## config.mk

```make
export PLATFORM = sky130hd
export DESIGN_NAME = coefficient_quantizer_eob_flat
export DESIGN_NICKNAME = d
export VERILOG_FILES = /design/src/design/cqe_pkg.sv /design/src/design/cqe_ifs.sv /design/src/design/coefficient_quantizer_eob.sv /design/src/design/cqe_ctrl.sv /design/src/design/cqe_datapath.sv /design/src/flat_wrapper.sv
export SDC_FILE = /design/constraint.sdc
export NUM_CORES = 1
export LEC_CHECK = 0
export BUFFER_PORTS_ARGS = -buffer_cell sky130_fd_sc_hd__buf_2
export CAP_MARGIN = 20
export CORE_ASPECT_RATIO = 0.5
export CORE_MARGIN = 3
export CORE_UTILIZATION = 60
export DETAILED_ROUTE_END_ITERATION = 8
export MAX_ROUTING_LAYER = met4
export PLACE_DENSITY = 0.78
export RECOVER_POWER = 50
export SYNTH_ARGS = -nofsm -noshare
export SYNTH_HDL_FRONTEND = slang
export SYNTH_SLANG_ARGS = --single-unit
export TNS_END_PERCENT = 30
```

## constraint.sdc

```tcl
create_clock -name clk -period 9.17 [get_ports clk]
set_input_delay 0.4585 -clock clk [delete_from_list [all_inputs] [get_ports clk]]
set_output_delay 0.4585 -clock clk [all_outputs]
set_load 0.02 [all_outputs]
```

## src/design/cqe_pkg.sv

```systemverilog
// Shared types, register indexes and constants for the coefficient quantizer.
package cqe_pkg;

  // Field widths fixed by the coefficient format.
  localparam int COEFF_W    = 16;
  localparam int POS_W      = 10;
  localparam int EOB_W      = 11;
  localparam int CFG_DATA_W = 32;
  localparam int CFG_IDX_W  = 3;

  // Largest block the end-of-block logic is sized for.
  localparam int BLOCK_COEFFS_DEF = 1024;

  typedef logic [CFG_IDX_W-1:0] cfg_idx_t;

  // Configuration register indexes.
  localparam cfg_idx_t REG_ZERO_BIN    = 3'd0;
  localparam cfg_idx_t REG_ROUNDING    = 3'd1;
  localparam cfg_idx_t REG_QUANT       = 3'd2;
  localparam cfg_idx_t REG_QUANT_SHIFT = 3'd3;
  localparam cfg_idx_t REG_DEQUANT     = 3'd4;

  // Controller states.
  typedef enum logic [2:0] {
    S_IDLE,
    S_PREP,
    S_MUL_Q,
    S_MUL_S,
    S_MUL_D,
    S_FIN
  } cqe_state_t;

  // Datapath operations issued by the controller.
  typedef enum logic [2:0] {
    OP_NONE,
    OP_PREP,
    OP_MUL_Q,
    OP_MUL_S,
    OP_MUL_D,
    OP_FINISH
  } dp_op_t;

  typedef struct packed {
    logic   load;
    dp_op_t op;
  } dp_cmd_t;

  typedef struct packed {
    logic out_free;
  } dp_status_t;

endpackage

```

## src/design/cqe_ifs.sv

```systemverilog
// Channel interfaces: coefficient input, result output and configuration write.
interface cqe_coeff_if;
  logic               valid;
  logic               ready;
  logic signed [15:0] coeff;
  logic [9:0]         scan_pos;
  logic               is_dc;
  logic               last;

  modport source (output valid, coeff, scan_pos, is_dc, last, input ready);
  modport sink (input valid, coeff, scan_pos, is_dc, last, output ready);
endinterface

interface cqe_result_if;
  logic               valid;
  logic               ready;
  logic signed [15:0] qcoeff;
  logic signed [15:0] dqcoeff;
  logic [10:0]        eob;
  logic               last_out;

  modport source (output valid, qcoeff, dqcoeff, eob, last_out, input ready);
  modport sink (input valid, qcoeff, dqcoeff, eob, last_out, output ready);
endinterface

interface cqe_cfg_if;
  logic        valid;
  logic        ready;
  logic [2:0]  index;
  logic [31:0] data;

  modport source (output valid, index, data, input ready);
  modport sink (input valid, index, data, output ready);
endinterface

```

## src/design/coefficient_quantizer_eob.sv

```systemverilog
// Top level of the coefficient quantizer with running end-of-block tracking.
//
// Each coefficient request passes through a capture cycle, a preparation step
// (magnitude, zero-bin test and saturating rounding add) and three passes
// through one shared 16x16 signed multiplier (quantiser, shift multiplier,
// dequantiser), then a finish step that writes the result register. The block
// takes no new request while one is in progress: after the finish step it
// returns to the idle state in which the next request is captured. The result
// register lets a finished result wait for the consumer while the next request
// is accepted; if it is still full at the finish step the block holds until it
// drains. Configuration writes are always accepted and must only be made while
// the block is idle. Scan positions beyond the block size are clamped to the
// last position before they enter the end-of-block maximum.
module coefficient_quantizer_eob #(
  parameter int BLOCK_COEFFS = cqe_pkg::BLOCK_COEFFS_DEF
) (
  input logic         clk,
  input logic         rst,
  cqe_coeff_if.sink   coeff_in,
  cqe_result_if.source result_out,
  cqe_cfg_if.sink     cfg
);
  import cqe_pkg::*;

  dp_cmd_t    cmd;
  dp_status_t status;
  logic       in_ready;

  assign coeff_in.ready = in_ready;
  assign cfg.ready      = 1'b1;

  cqe_ctrl u_ctrl (
    .clk      (clk),
    .rst      (rst),
    .in_valid (coeff_in.valid),
    .in_ready (in_ready),
    .status   (status),
    .cmd      (cmd)
  );

  cqe_datapath #(
    .BLOCK_COEFFS (BLOCK_COEFFS)
  ) u_datapath (
    .clk       (clk),
    .rst       (rst),
    .cfg_we    (cfg.valid),
    .cfg_index (cfg.index),
    .cfg_data  (cfg.data),
    .coeff     (coeff_in.coeff),
    .scan_pos  (coeff_in.scan_pos),
    .is_dc     (coeff_in.is_dc),
    .last      (coeff_in.last),
    .cmd       (cmd),
    .status    (status),
    .out_valid (result_out.valid),
    .out_ready (result_out.ready),
    .qcoeff    (result_out.qcoeff),
    .dqcoeff   (result_out.dqcoeff),
    .eob       (result_out.eob),
    .last_out  (result_out.last_out)
  );

endmodule

```

## src/design/cqe_ctrl.sv

```systemverilog
// Sequencing controller: steps one coefficient through the shared multiplier.
module cqe_ctrl (
  input  logic               clk,
  input  logic               rst,
  input  logic               in_valid,
  output logic               in_ready,
  input  cqe_pkg::dp_status_t status,
  output cqe_pkg::dp_cmd_t    cmd
);
  import cqe_pkg::*;

  cqe_state_t state;
  cqe_state_t state_next;

  // State register.
  always_ff @(posedge clk) begin
    if (rst) begin
      state <= S_IDLE;
    end else begin
      state <= state_next;
    end
  end

  // Next state.
  always_comb begin
    state_next = state;
    case (state)
      S_IDLE: begin
        if (in_valid) state_next = S_PREP;
      end
      S_PREP:  state_next = S_MUL_Q;
      S_MUL_Q: state_next = S_MUL_S;
      S_MUL_S: state_next = S_MUL_D;
      S_MUL_D: state_next = S_FIN;
      S_FIN: begin
        if (status.out_free) state_next = S_IDLE;
      end
      default: state_next = S_IDLE;
    endcase
  end

  // Outputs decoded from the state.
  always_comb begin
    in_ready = 1'b0;
    cmd.load = 1'b0;
    cmd.op   = OP_NONE;
    case (state)
      S_IDLE: begin
        in_ready = 1'b1;
        cmd.load = in_valid;
      end
      S_PREP:  cmd.op = OP_PREP;
      S_MUL_Q: cmd.op = OP_MUL_Q;
      S_MUL_S: cmd.op = OP_MUL_S;
      S_MUL_D: cmd.op = OP_MUL_D;
      S_FIN: begin
        if (status.out_free) cmd.op = OP_FINISH;
      end
      default: begin
        in_ready = 1'b0;
      end
    endcase
  end

  // An accepted request always starts the preparation step.
  a_accept_to_prep: assert property (@(posedge clk) disable iff (rst)
    (in_valid && in_ready) |=> (state == S_PREP))
    else $error("accepted request did not start processing");

  // The finish step only issues when the result register can take it.
  a_finish_needs_room: assert property (@(posedge clk) disable iff (rst)
    (cmd.op == OP_FINISH) |-> status.out_free)
    else $error("finish issued with result register occupied");

  // No new request is taken while a coefficient is in progress.
  a_no_accept_busy: assert property (@(posedge clk) disable iff (rst)
    (state != S_IDLE) |-> !in_ready)
    else $error("request accepted while busy");

endmodule

```

## src/design/cqe_datapath.sv

```systemverilog
// Quantizer datapath: configuration registers, shared multiplier, result register.
module cqe_datapath #(
  parameter int BLOCK_COEFFS = cqe_pkg::BLOCK_COEFFS_DEF
) (
  input  logic                       clk,
  input  logic                       rst,
  // Configuration writes.
  input  logic                       cfg_we,
  input  cqe_pkg::cfg_idx_t          cfg_index,
  input  logic [31:0]                cfg_data,
  // Input payload.
  input  logic signed [15:0]         coeff,
  input  logic [9:0]                 scan_pos,
  input  logic                       is_dc,
  input  logic                       last,
  // Controller link.
  input  cqe_pkg::dp_cmd_t           cmd,
  output cqe_pkg::dp_status_t        status,
  // Result register.
  output logic                       out_valid,
  input  logic                       out_ready,
  output logic signed [15:0]         qcoeff,
  output logic signed [15:0]         dqcoeff,
  output logic [10:0]                eob,
  output logic                       last_out
);
  import cqe_pkg::*;

  localparam logic [POS_W-1:0] POS_MAX = POS_W'(BLOCK_COEFFS - 1);
  localparam logic [EOB_W-1:0] EOB_MAX = EOB_W'(BLOCK_COEFFS);

  // Configuration registers.
  logic [31:0] zero_bin_pair;
  logic [31:0] rounding_pair;
  logic [31:0] quant_pair;
  logic [31:0] quant_shift_pair;
  logic [31:0] dequant_pair;

  // Captured request.
  logic signed [15:0] coeff_r;
  logic [POS_W-1:0]   pos_r;
  logic               dc_r;
  logic               last_r;

  // Intermediate values.
  logic signed [15:0] rnd_val;
  logic               pass_r;
  logic signed [15:0] q_r;
  logic signed [31:0] prod;
  logic [EOB_W-1:0]   eob_running;

  logic signed [15:0] zbin_h, rnd_h, qm_h, qs_h, dqm_h;
  logic signed [15:0] abs_c;
  logic signed [16:0] sum_r;
  logic signed [15:0] sat_r;
  logic signed [15:0] t_val;
  logic signed [15:0] q_raw;
  logic signed [15:0] q_val;
  logic signed [15:0] mul_a;
  logic signed [15:0] mul_b;
  logic [EOB_W-1:0]   pos_plus;
  logic [EOB_W-1:0]   eob_new;
  logic               load_out;

  // Configuration writes; unknown indexes are ignored.
  always_ff @(posedge clk) begin
    if (rst) begin
      zero_bin_pair    <= '0;
      rounding_pair    <= '0;
      quant_pair       <= '0;
      quant_shift_pair <= '0;
      dequant_pair     <= '0;
    end else if (cfg_we) begin
      case (cfg_index)
        REG_ZERO_BIN:    zero_bin_pair    <= cfg_data;
        REG_ROUNDING:    rounding_pair    <= cfg_data;
        REG_QUANT:       quant_pair       <= cfg_data;
        REG_QUANT_SHIFT: quant_shift_pair <= cfg_data;
        REG_DEQUANT:     dequant_pair     <= cfg_data;
        default: ;
      endcase
    end
  end

  // Pick the DC or AC half of each parameter.
  assign zbin_h = dc_r ? zero_bin_pair[15:0]    : zero_bin_pair[31:16];
  assign rnd_h  = dc_r ? rounding_pair[15:0]    : rounding_pair[31:16];
  assign qm_h   = dc_r ? quant_pair[15:0]       : quant_pair[31:16];
  assign qs_h   = dc_r ? quant_shift_pair[15:0] : quant_shift_pair[31:16];
  assign dqm_h  = dc_r ? dequant_pair[15:0]     : dequant_pair[31:16];

  // Wrapping magnitude and saturating rounding add.
  assign abs_c = coeff_r[15] ? -coeff_r : coeff_r;
  assign sum_r = {abs_c[15], abs_c} + {rnd_h[15], rnd_h};
  always_comb begin
    if (sum_r[16] != sum_r[15]) begin
      sat_r = sum_r[16] ? 16'sh8000 : 16'sh7FFF;
    end else begin
      sat_r = sum_r[15:0];
    end
  end

  // First-stage result plus rounded value, and the sign and zero-bin fix-up.
  assign t_val = prod[31:16] + rnd_val;
  assign q_raw = coeff_r[15] ? -prod[31:16] : prod[31:16];
  assign q_val = pass_r ? q_raw : 16'sd0;

  // Operand selection for the shared multiplier.
  always_comb begin
    mul_a = rnd_val;
    mul_b = qm_h;
    case (cmd.op)
      OP_MUL_S: begin
        mul_a = t_val;
        mul_b = qs_h;
      end
      OP_MUL_D: begin
        mul_a = q_val;
        mul_b = dqm_h;
      end
      default: begin
        mul_a = rnd_val;
        mul_b = qm_h;
      end
    endcase
  end

  // Capture the request and step the arithmetic.
  always_ff @(posedge clk) begin
    if (cmd.load) begin
      coeff_r <= coeff;
      pos_r   <= (scan_pos > POS_MAX) ? POS_MAX : scan_pos;
      dc_r    <= is_dc;
      last_r  <= last;
    end
    case (cmd.op)
      OP_PREP: begin
        rnd_val <= sat_r;
        pass_r  <= (abs_c >= zbin_h);
      end
      OP_MUL_Q, OP_MUL_S: begin
        prod <= mul_a * mul_b;
      end
      OP_MUL_D: begin
        prod <= mul_a * mul_b;
        q_r  <= q_val;
      end
      default: ;
    endcase
  end

  // Running end of block including this coefficient.
  assign pos_plus = {1'b0, pos_r} + EOB_W'(1);
  assign eob_new  = ((q_r != 16'sd0) && (pos_plus > eob_running)) ? pos_plus : eob_running;
  assign load_out = (cmd.op == OP_FINISH);

  always_ff @(posedge clk) begin
    if (rst) begin
      eob_running <= '0;
    end else if (load_out) begin
      eob_running <= last_r ? '0 : eob_new;
    end
  end

  // Result register, free when empty or being taken this cycle.
  assign status.out_free = !out_valid || out_ready;

  always_ff @(posedge clk) begin
    if (rst) begin
      out_valid <= 1'b0;
    end else if (load_out) begin
      out_valid <= 1'b1;
    end else if (out_ready) begin
      out_valid <= 1'b0;
    end
  end

  always_ff @(posedge clk) begin
    if (load_out) begin
      qcoeff   <= q_r;
      dqcoeff  <= prod[15:0];
      eob      <= eob_new;
      last_out <= last_r;
    end
  end

  // A coefficient that fails the zero bin never yields a nonzero value.
  a_zero_bin: assert property (@(posedge clk) disable iff (rst)
    (cmd.op == OP_MUL_D && !pass_r) |=> (q_r == 16'sd0))
    else $error("coefficient below zero bin quantized to nonzero");

  // The end of block restarts after the final coefficient.
  a_eob_clear: assert property (@(posedge clk) disable iff (rst)
    (load_out && last_r) |=> (eob_running == '0))
    else $error("end of block not cleared after final coefficient");

  // The running end of block never passes the block size.
  a_eob_bound: assert property (@(posedge clk) disable iff (rst)
    eob_running <= EOB_MAX)
    else $error("end of block beyond block size");

endmodule
```

## src/flat_wrapper.sv

```systemverilog
// flat-port wrapper written by rule: the top's interface ports become plain ports
module coefficient_quantizer_eob_flat import cqe_pkg::*;
#(
  parameter int BLOCK_COEFFS = cqe_pkg::BLOCK_COEFFS_DEF
)
  (clk, rst, coeff_in_valid, coeff_in_coeff, coeff_in_scan_pos, coeff_in_is_dc, coeff_in_last, coeff_in_ready, result_out_valid, result_out_qcoeff, result_out_dqcoeff, result_out_eob, result_out_last_out, result_out_ready, cfg_valid, cfg_index, cfg_data, cfg_ready);
  cqe_coeff_if coeff_in_i ();
  cqe_result_if result_out_i ();
  cqe_cfg_if cfg_i ();
  input logic clk;
  input logic rst;
  input wire logic [$bits(coeff_in_i.valid)-1:0] coeff_in_valid;
  input wire logic [$bits(coeff_in_i.coeff)-1:0] coeff_in_coeff;
  input wire logic [$bits(coeff_in_i.scan_pos)-1:0] coeff_in_scan_pos;
  input wire logic [$bits(coeff_in_i.is_dc)-1:0] coeff_in_is_dc;
  input wire logic [$bits(coeff_in_i.last)-1:0] coeff_in_last;
  output wire logic [$bits(coeff_in_i.ready)-1:0] coeff_in_ready;
  output wire logic [$bits(result_out_i.valid)-1:0] result_out_valid;
  output wire logic [$bits(result_out_i.qcoeff)-1:0] result_out_qcoeff;
  output wire logic [$bits(result_out_i.dqcoeff)-1:0] result_out_dqcoeff;
  output wire logic [$bits(result_out_i.eob)-1:0] result_out_eob;
  output wire logic [$bits(result_out_i.last_out)-1:0] result_out_last_out;
  input wire logic [$bits(result_out_i.ready)-1:0] result_out_ready;
  input wire logic [$bits(cfg_i.valid)-1:0] cfg_valid;
  input wire logic [$bits(cfg_i.index)-1:0] cfg_index;
  input wire logic [$bits(cfg_i.data)-1:0] cfg_data;
  output wire logic [$bits(cfg_i.ready)-1:0] cfg_ready;
  assign coeff_in_i.valid = coeff_in_valid;
  assign coeff_in_i.coeff = coeff_in_coeff;
  assign coeff_in_i.scan_pos = coeff_in_scan_pos;
  assign coeff_in_i.is_dc = coeff_in_is_dc;
  assign coeff_in_i.last = coeff_in_last;
  assign coeff_in_ready = coeff_in_i.ready;
  assign result_out_valid = result_out_i.valid;
  assign result_out_qcoeff = result_out_i.qcoeff;
  assign result_out_dqcoeff = result_out_i.dqcoeff;
  assign result_out_eob = result_out_i.eob;
  assign result_out_last_out = result_out_i.last_out;
  assign result_out_i.ready = result_out_ready;
  assign cfg_i.valid = cfg_valid;
  assign cfg_i.index = cfg_index;
  assign cfg_i.data = cfg_data;
  assign cfg_ready = cfg_i.ready;
  coefficient_quantizer_eob #(.BLOCK_COEFFS(BLOCK_COEFFS)) u_core (.clk(clk), .rst(rst), .coeff_in(coeff_in_i), .result_out(result_out_i), .cfg(cfg_i));
endmodule
```

; After elaboration in Yosys (flattened, before gate mapping)
; Cells that the tools add are included.
[op_classes]
reduce_logical = 14
order_cmp = 3
n_mul = 1
n_addsub = 5
mux = 23
eq_ne = 17
[op_table]
columns = cell, n
row1 = two-way mux 16 bit, 10
row2 = one-hot mux 16 bit (2 select lines), 2
row3 = multiplier 16 x 16 -> 32 bit, 1
row4 = negation 16 bit, 2
row5 = two-way mux 11 bit, 2
row6 = "equality test 3 x 2 -> 1 bit, second input constant", 6
row7 = one-hot mux 3 bit (6 select lines), 1
row8 = adder 16 x 16 -> 17 bit, 1
row9 = adder 16 bit, 1
row10 = greater-or-equal comparator 16 bit, 1
row11 = nonzero test 16 bit, 1
row12 = "equality test 3 bit, second input constant", 5
row13 = one-hot mux 3 bit (5 select lines), 1
row14 = AND reduction 2 bit, 6
row15 = "adder 10 x 1 -> 11 bit, second input constant", 1
row16 = > comparator 11 bit, 1
row17 = "> comparator 10 bit, second input constant", 1
row18 = "equality test 3 x 1 -> 1 bit, second input constant", 3
row19 = two-way mux 3 bit, 3
row20 = zero test 3 bit, 2
row21 = two-way mux 1 bit, 4
row22 = OR reduction 3 bit, 1
row23 = "inequality test 2 x 1 -> 1 bit, second input constant", 1
row24 = "inequality test 2 bit, second input constant", 1
row25 = 5 further kinds, 5
[totals]
register_bits = 312
input_bits = 68
elab_cells = 83
out_inout_bits = 47

; Logic depth before layout (Yosys ltp)
[logic_depth]
ltp_word = 7
depth_mapped = 33
depth_no_buf = 32

; Modules after synthesis
; Synthesis repeated with hierarchy kept, for this count alone.
[hier_totals]
hier_cells = 2746
area_unflattened_um2 = 24888.9
[by_module_without_submodules]
columns = module, cells_per_inst, n_inst, area_per_inst_um2, seq_area_each_um2
row1 = cqe_datapath, 2719, 1, 24682.4, 7557.2
row2 = cqe_ctrl, 25, 1, 195.2, 60.1
row3 = coefficient_quantizer_eob, 2, 1, 11.3, 0.0

; Worst setup path before layout
; Ideal clock, no wire load.
[synth_timing]
kind = register -> register
start = reg u_core.u_datapath.prod[22]
end = reg u_core.u_datapath.prod[30] (data pin)
synth_period_minus_slack_ps = 7778
arrival_time_ps = 7501
setup_time_ps = 278
slack_ps = 1392
path_buffers = 1
path_stages_with_launch = 26
cell_sequence = edfxtp_1 ha_1 or3_4 o21a_1 and4_4 o41ai_4 mux2i_1 buf_6 or3_1 fa_1 fa_1 inv_1 fa_1 fa_1 fa_1 inv_1 fa_1 inv_1 ha_1 nand3_1 o22ai_1 or3_1 a21oi_1 a21oi_1 o41ai_1 o311ai_0
[synth_via]
elab_chain_len = 5
elab_cells_between_ends = 6
classes_between = add/sub (2) / mul (1) / mux (3)
[synth_rtl]
columns = element, line
row1 = start: declaration, cqe_datapath.sv:49  ; logic signed [31:0] prod;
row2 = start signal: assignment, cqe_datapath.sv:142  ; prod <= mul_a * mul_b;
row3 = start signal: assignment, cqe_datapath.sv:145  ; prod <= mul_a * mul_b;
row4 = negation 16 bit, cqe_datapath.sv:105  ; assign q_raw = coeff_r[15] ? -prod[31:16] : prod[31:16];
row5 = two-way mux 16 bit, cqe_datapath.sv:105
row6 = two-way mux 16 bit, cqe_datapath.sv:106  ; assign q_val = pass_r ? q_raw : 16'sd0;
row7 = one-hot mux 16 bit (2 select lines) *, cqe_datapath.sv:112  ; case (cmd.op)
row8 = multiplier 16 x 16 -> 32 bit *, "cqe_datapath.sv:142, cqe_datapath.sv:145"
; Every way passes the cells marked *; elsewhere a longest branch is shown, timed or not.
; A chain may end at the register's enable or synchronous reset.

; Worst setup path in the final report
[layout_timing]
start = reg u_core.u_datapath.prod[16]
end = reg u_core.u_datapath.prod[30] (data pin)
; The elaborated chain is that of the path after synthesis.

==> flow_summary.json <==
{
  "clockPowerShare_pct": 21.6,
  "synth_cell_types": 82,
  "pwr-share-seq_pct": 31.5,
  "clock_sinks": 312,
  "ctsLongestPathBuffers": 3,
  "ys_ff_latch": 312,
  "clock_skew_ps": 27.3,
  "grt_pass1_wl_um": 101000,
  "cts_made_buffers": 29,
  "cpMaxStageDelayCell": "fa_1",
  "die_width_um": 292,
  "synthArstFlopShare_pct": 0,
  "overflow": 0,
  "core_sq_um": 39600,
  "max-cap-violations": 3,
  "drtIter0Drc": 1630,
  "drtAntennaViolNets": 0,
  "power_switching_mw": 2.21,
  "holdPathStages": 1,
  "power.internal_mw": 3.23,
  "rows": 51,
  "final.min_clock_period_ps": 8700,
  "max_freq_mhz": 115,
  "hold_class": "primary input to flip-flop",
  "clk-insertion-delay-late_ps": 580,
  "violations": "capacitance limit, slew limit",
  "synthTopCellsByArea": "fa_1 (22%), edfxtp_1 (17%), dfxtp_1 (14%)",
  "drt_pass1_iterations": 7,
  "stdcell_area_sq_um": 26600,
  "ctsRootBufferMaster": "clkbuf_16",
  "die_area_sq_um": 43600,
  "post-route-period-util_pct": 94.8,
  "vias_per_cell": 5.76,
  "vdd_drop_max_v": 0.000195,
  "htreeDepth": 1,
  "syn2layout_area_growth_pct": 8.35,
  "hold_viol": 0,
  "drv_slew": 198,
  "io_pins": 115,
  "power_leakage_nw": 11.5,
  "dp_hpwl_um": 47900,
  "post-cts-setup-buffers": 0,
  "synth_most_common_cell": "nand2_1",
  "grt.total_usage_pct": 30.5,
  "grt_max_degree": 101,
  "path_class": "flip-flop to flip-flop",
  "placed_area_sq_um": 25700,
  "crit_required_ps": 9530,
  "die_h_um": 149,
  "cts_tree": "built",
  "p_sw_share_pct": 40.6,
  "arrival_ps": 9060,
  "grt_pass1_vias": 18854,
  "yosys_warnings": 0,
  "synth_top_cell_area_share_pct": 21.5,
  "start_kind": "flip-flop",
  "start_util_pct": 62.0,
  "gp_congestion": 0.969,
  "syn_area_sq_um": 24600,
  "ys.flop_type": "dfxtp_1",
  "ctsResizeCount": 0,
  "synth_area_per_cell_sq_um": 9.10,
  "end_kind": "flip-flop",
  "vias": 19149,
  "critPathMaxStageDelay_ps": 510,
  "status": "finished with violations",
  "antenna_found_initial": 4,
  "combPwrFrac_pct": 46.9,
  "wl_um": 63900,
  "layout-drive-gt1-share_pct": 8.31,
  "avgRoutedWirePerCell_um": 19.2,
  "io_buffers": 113,
  "drc": 0,
  "cp_max_fo": 16,
  "yosys.area.top_type": "fa_1",
  "path_common_cell": "fa_1",
  "syn_inst": 2699,
  "rsz0062_at_grt": "no",
  "netlist_top_cells_count": "nand2_1 (442), inv_1 (369), fa_1 (264)",
  "synth-seq-area-share_pct": 31.0,
  "finalSetupViolations": 0,
  "relSlewSlack_pct": -221,
  "path_clk_slew_ps": 70,
  "tightest_slew_ps": 4810,
  "reg2reg_depth": 28,
  "tns_ps": 0,
  "synth-edff-count": 137,
  "power.density_nw_per_um2": 204,
  "syn_nets": 3174,
  "cts-hold-fix-buffers": 0,
  "fin_nets": 3246
}
==> power by group through the flow <==
stage               clock (mW)  combinational [mW]  sequential (mW)
finish                    1.17                2.55             1.71
global route              1.25                2.85             1.72
CTS                       1.19                2.52             1.71
detailed placement           0                2.50             1.74
global placement             0                2.45             1.73
floorplan                    0                1.85             1.71
==> per-stage QoR <==
stage	hold WS [ps]	total power, mW	setup WS (ps)	cells	utilization, %
3_5_place_dp	405	4.24	417	3267	64.9
3_3_place_gp	402	4.19	646	3267	64.9
2_1_floorplan	400	3.56	1390	2699	-
5_1_grt	32.6	5.81	56.6	3324	67.2
6_report	42.5	5.43	475	3325	67.2
4_1_cts	30.9	5.41	312	3318	67.2
==> state kept, by name, summed over array words and instances (netlist names), 32 cells and up <==
name and count:
u_core.u_datapath.quant_shift_pair 32, u_core.u_datapath.quant_pair 32, u_core.u_datapath.dequant_pair 32, u_core.u_datapath.rounding_pair 32, u_core.u_datapath.zero_bin_pair 32, u_core.u_datapath.prod 32
==> routing by layer <==
metal	up-vias	share of wire, %	global-route usage [%]	routed length, um
met1	9270	41	39.7	26200
met3	128	9.9	6.68	6300
met4	0	3.0	9.28	1920
met5	-	0	-	0
li1	8921	-	-	-
met2	830	46	48.4	29400
==> worst max-delay path, delay by kind of cell, from the launching register on <==
family,cells,cell delay (ps)
flip-flops,1,410
AO/OA/AOI/OAI,11,2970
AND/OR/NAND/NOR,4,970
buffers and inverters,4,200
adder cells (fa/ha/maj),9,3900
==> path summary, 6_finish.rpt <==
kind,from,end,slack [ps]
worst max register to register,u_core.u_datapath.prod[16]$_DFFE_PP_,u_core.u_datapath.prod[30]$_DFFE_PP_,470
worst min-delay path,coeff_in_coeff[9],u_core.u_datapath.coeff_r[9]$_DFFE_PP_,40
worst max-delay path,u_core.u_datapath.prod[16]$_DFFE_PP_,u_core.u_datapath.prod[30]$_DFFE_PP_,470
worst min register to register,u_core.u_datapath.prod[0]$_DFFE_PP_,u_core.u_datapath.dqcoeff[0]$_DFFE_PP_,420
==> logic make-up after synthesis <==
logic type      synth area share, %
simple gates                   14.9
buf+inv                        7.86
compound gates                 12.5
fa+ha+maj                      28.8
flops                          31.0
xor+xnor                       3.14
mux                            1.81
other cells                  0.0153
==> cells in the final DEF, fill, tap and decap left out, types with 5 or more instances in the layout <==
| cell type | Yosys | layout |
|---|---|---|
| ha_1 | 143 | 143 |
| nor4_1 | 5 | 5 |
| mux2i_1 | 22 | 22 |
| o21ai_1 | 7 | 7 |
| clkbuf_1 | 96 | 54 |
| and2_1 | 9 | 8 |
| edfxtp_1 | 137 | 137 |
| o211ai_1 | 11 | 11 |
| nand2_1 | 442 | 441 |
| a21oi_1 | 227 | 227 |
| a21boi_0 | 6 | 5 |
| inv_1 | 369 | 369 |
| o21ai_0 | 34 | 33 |
| o31ai_2 | 0 | 5 |
| nand3_1 | 18 | 17 |
| o22a_1 | 9 | 9 |
| buf_4 | 2 | 50 |
| nand4_1 | 6 | 6 |
| a21o_1 | 27 | 27 |
| o22ai_1 | 31 | 31 |
| o31ai_1 | 18 | 13 |
| nor3_1 | 32 | 32 |
| o21a_1 | 35 | 35 |
| a211oi_1 | 11 | 11 |
| o21bai_1 | 8 | 8 |
| or3_1 | 11 | 11 |
| a31oi_1 | 8 | 8 |
| fa_1 | 264 | 264 |
| nor2_1 | 263 | 262 |
| and3_1 | 7 | 6 |
| clkbuf_16 | 0 | 29 |
| buf_2 | 23 | 67 |
| nor2b_1 | 12 | 12 |
| or2_2 | 14 | 15 |
| mux2_2 | 20 | 20 |
| nand2b_1 | 24 | 24 |
| xor2_1 | 23 | 23 |
| xnor2_1 | 65 | 65 |
| dfxtp_1 | 175 | 175 |
| a22o_1 | 12 | 12 |
==> area by class of cell <==
cell class | instances | area (sq um)
Multi-Input combinational cell | 1888 | 15100
Fill cell | 3167 | 13000
Sequential cell | 312 | 7620
Inverter | 372 | 1400
Timing Repair Buffer | 168 | 950
Clock buffer | 37 | 786
Tap cell | 530 | 663
Clock inverter | 14 | 124
Antenna cell | 4 | 10.0
Note: power is estimated with default switching activity, not from simulation.
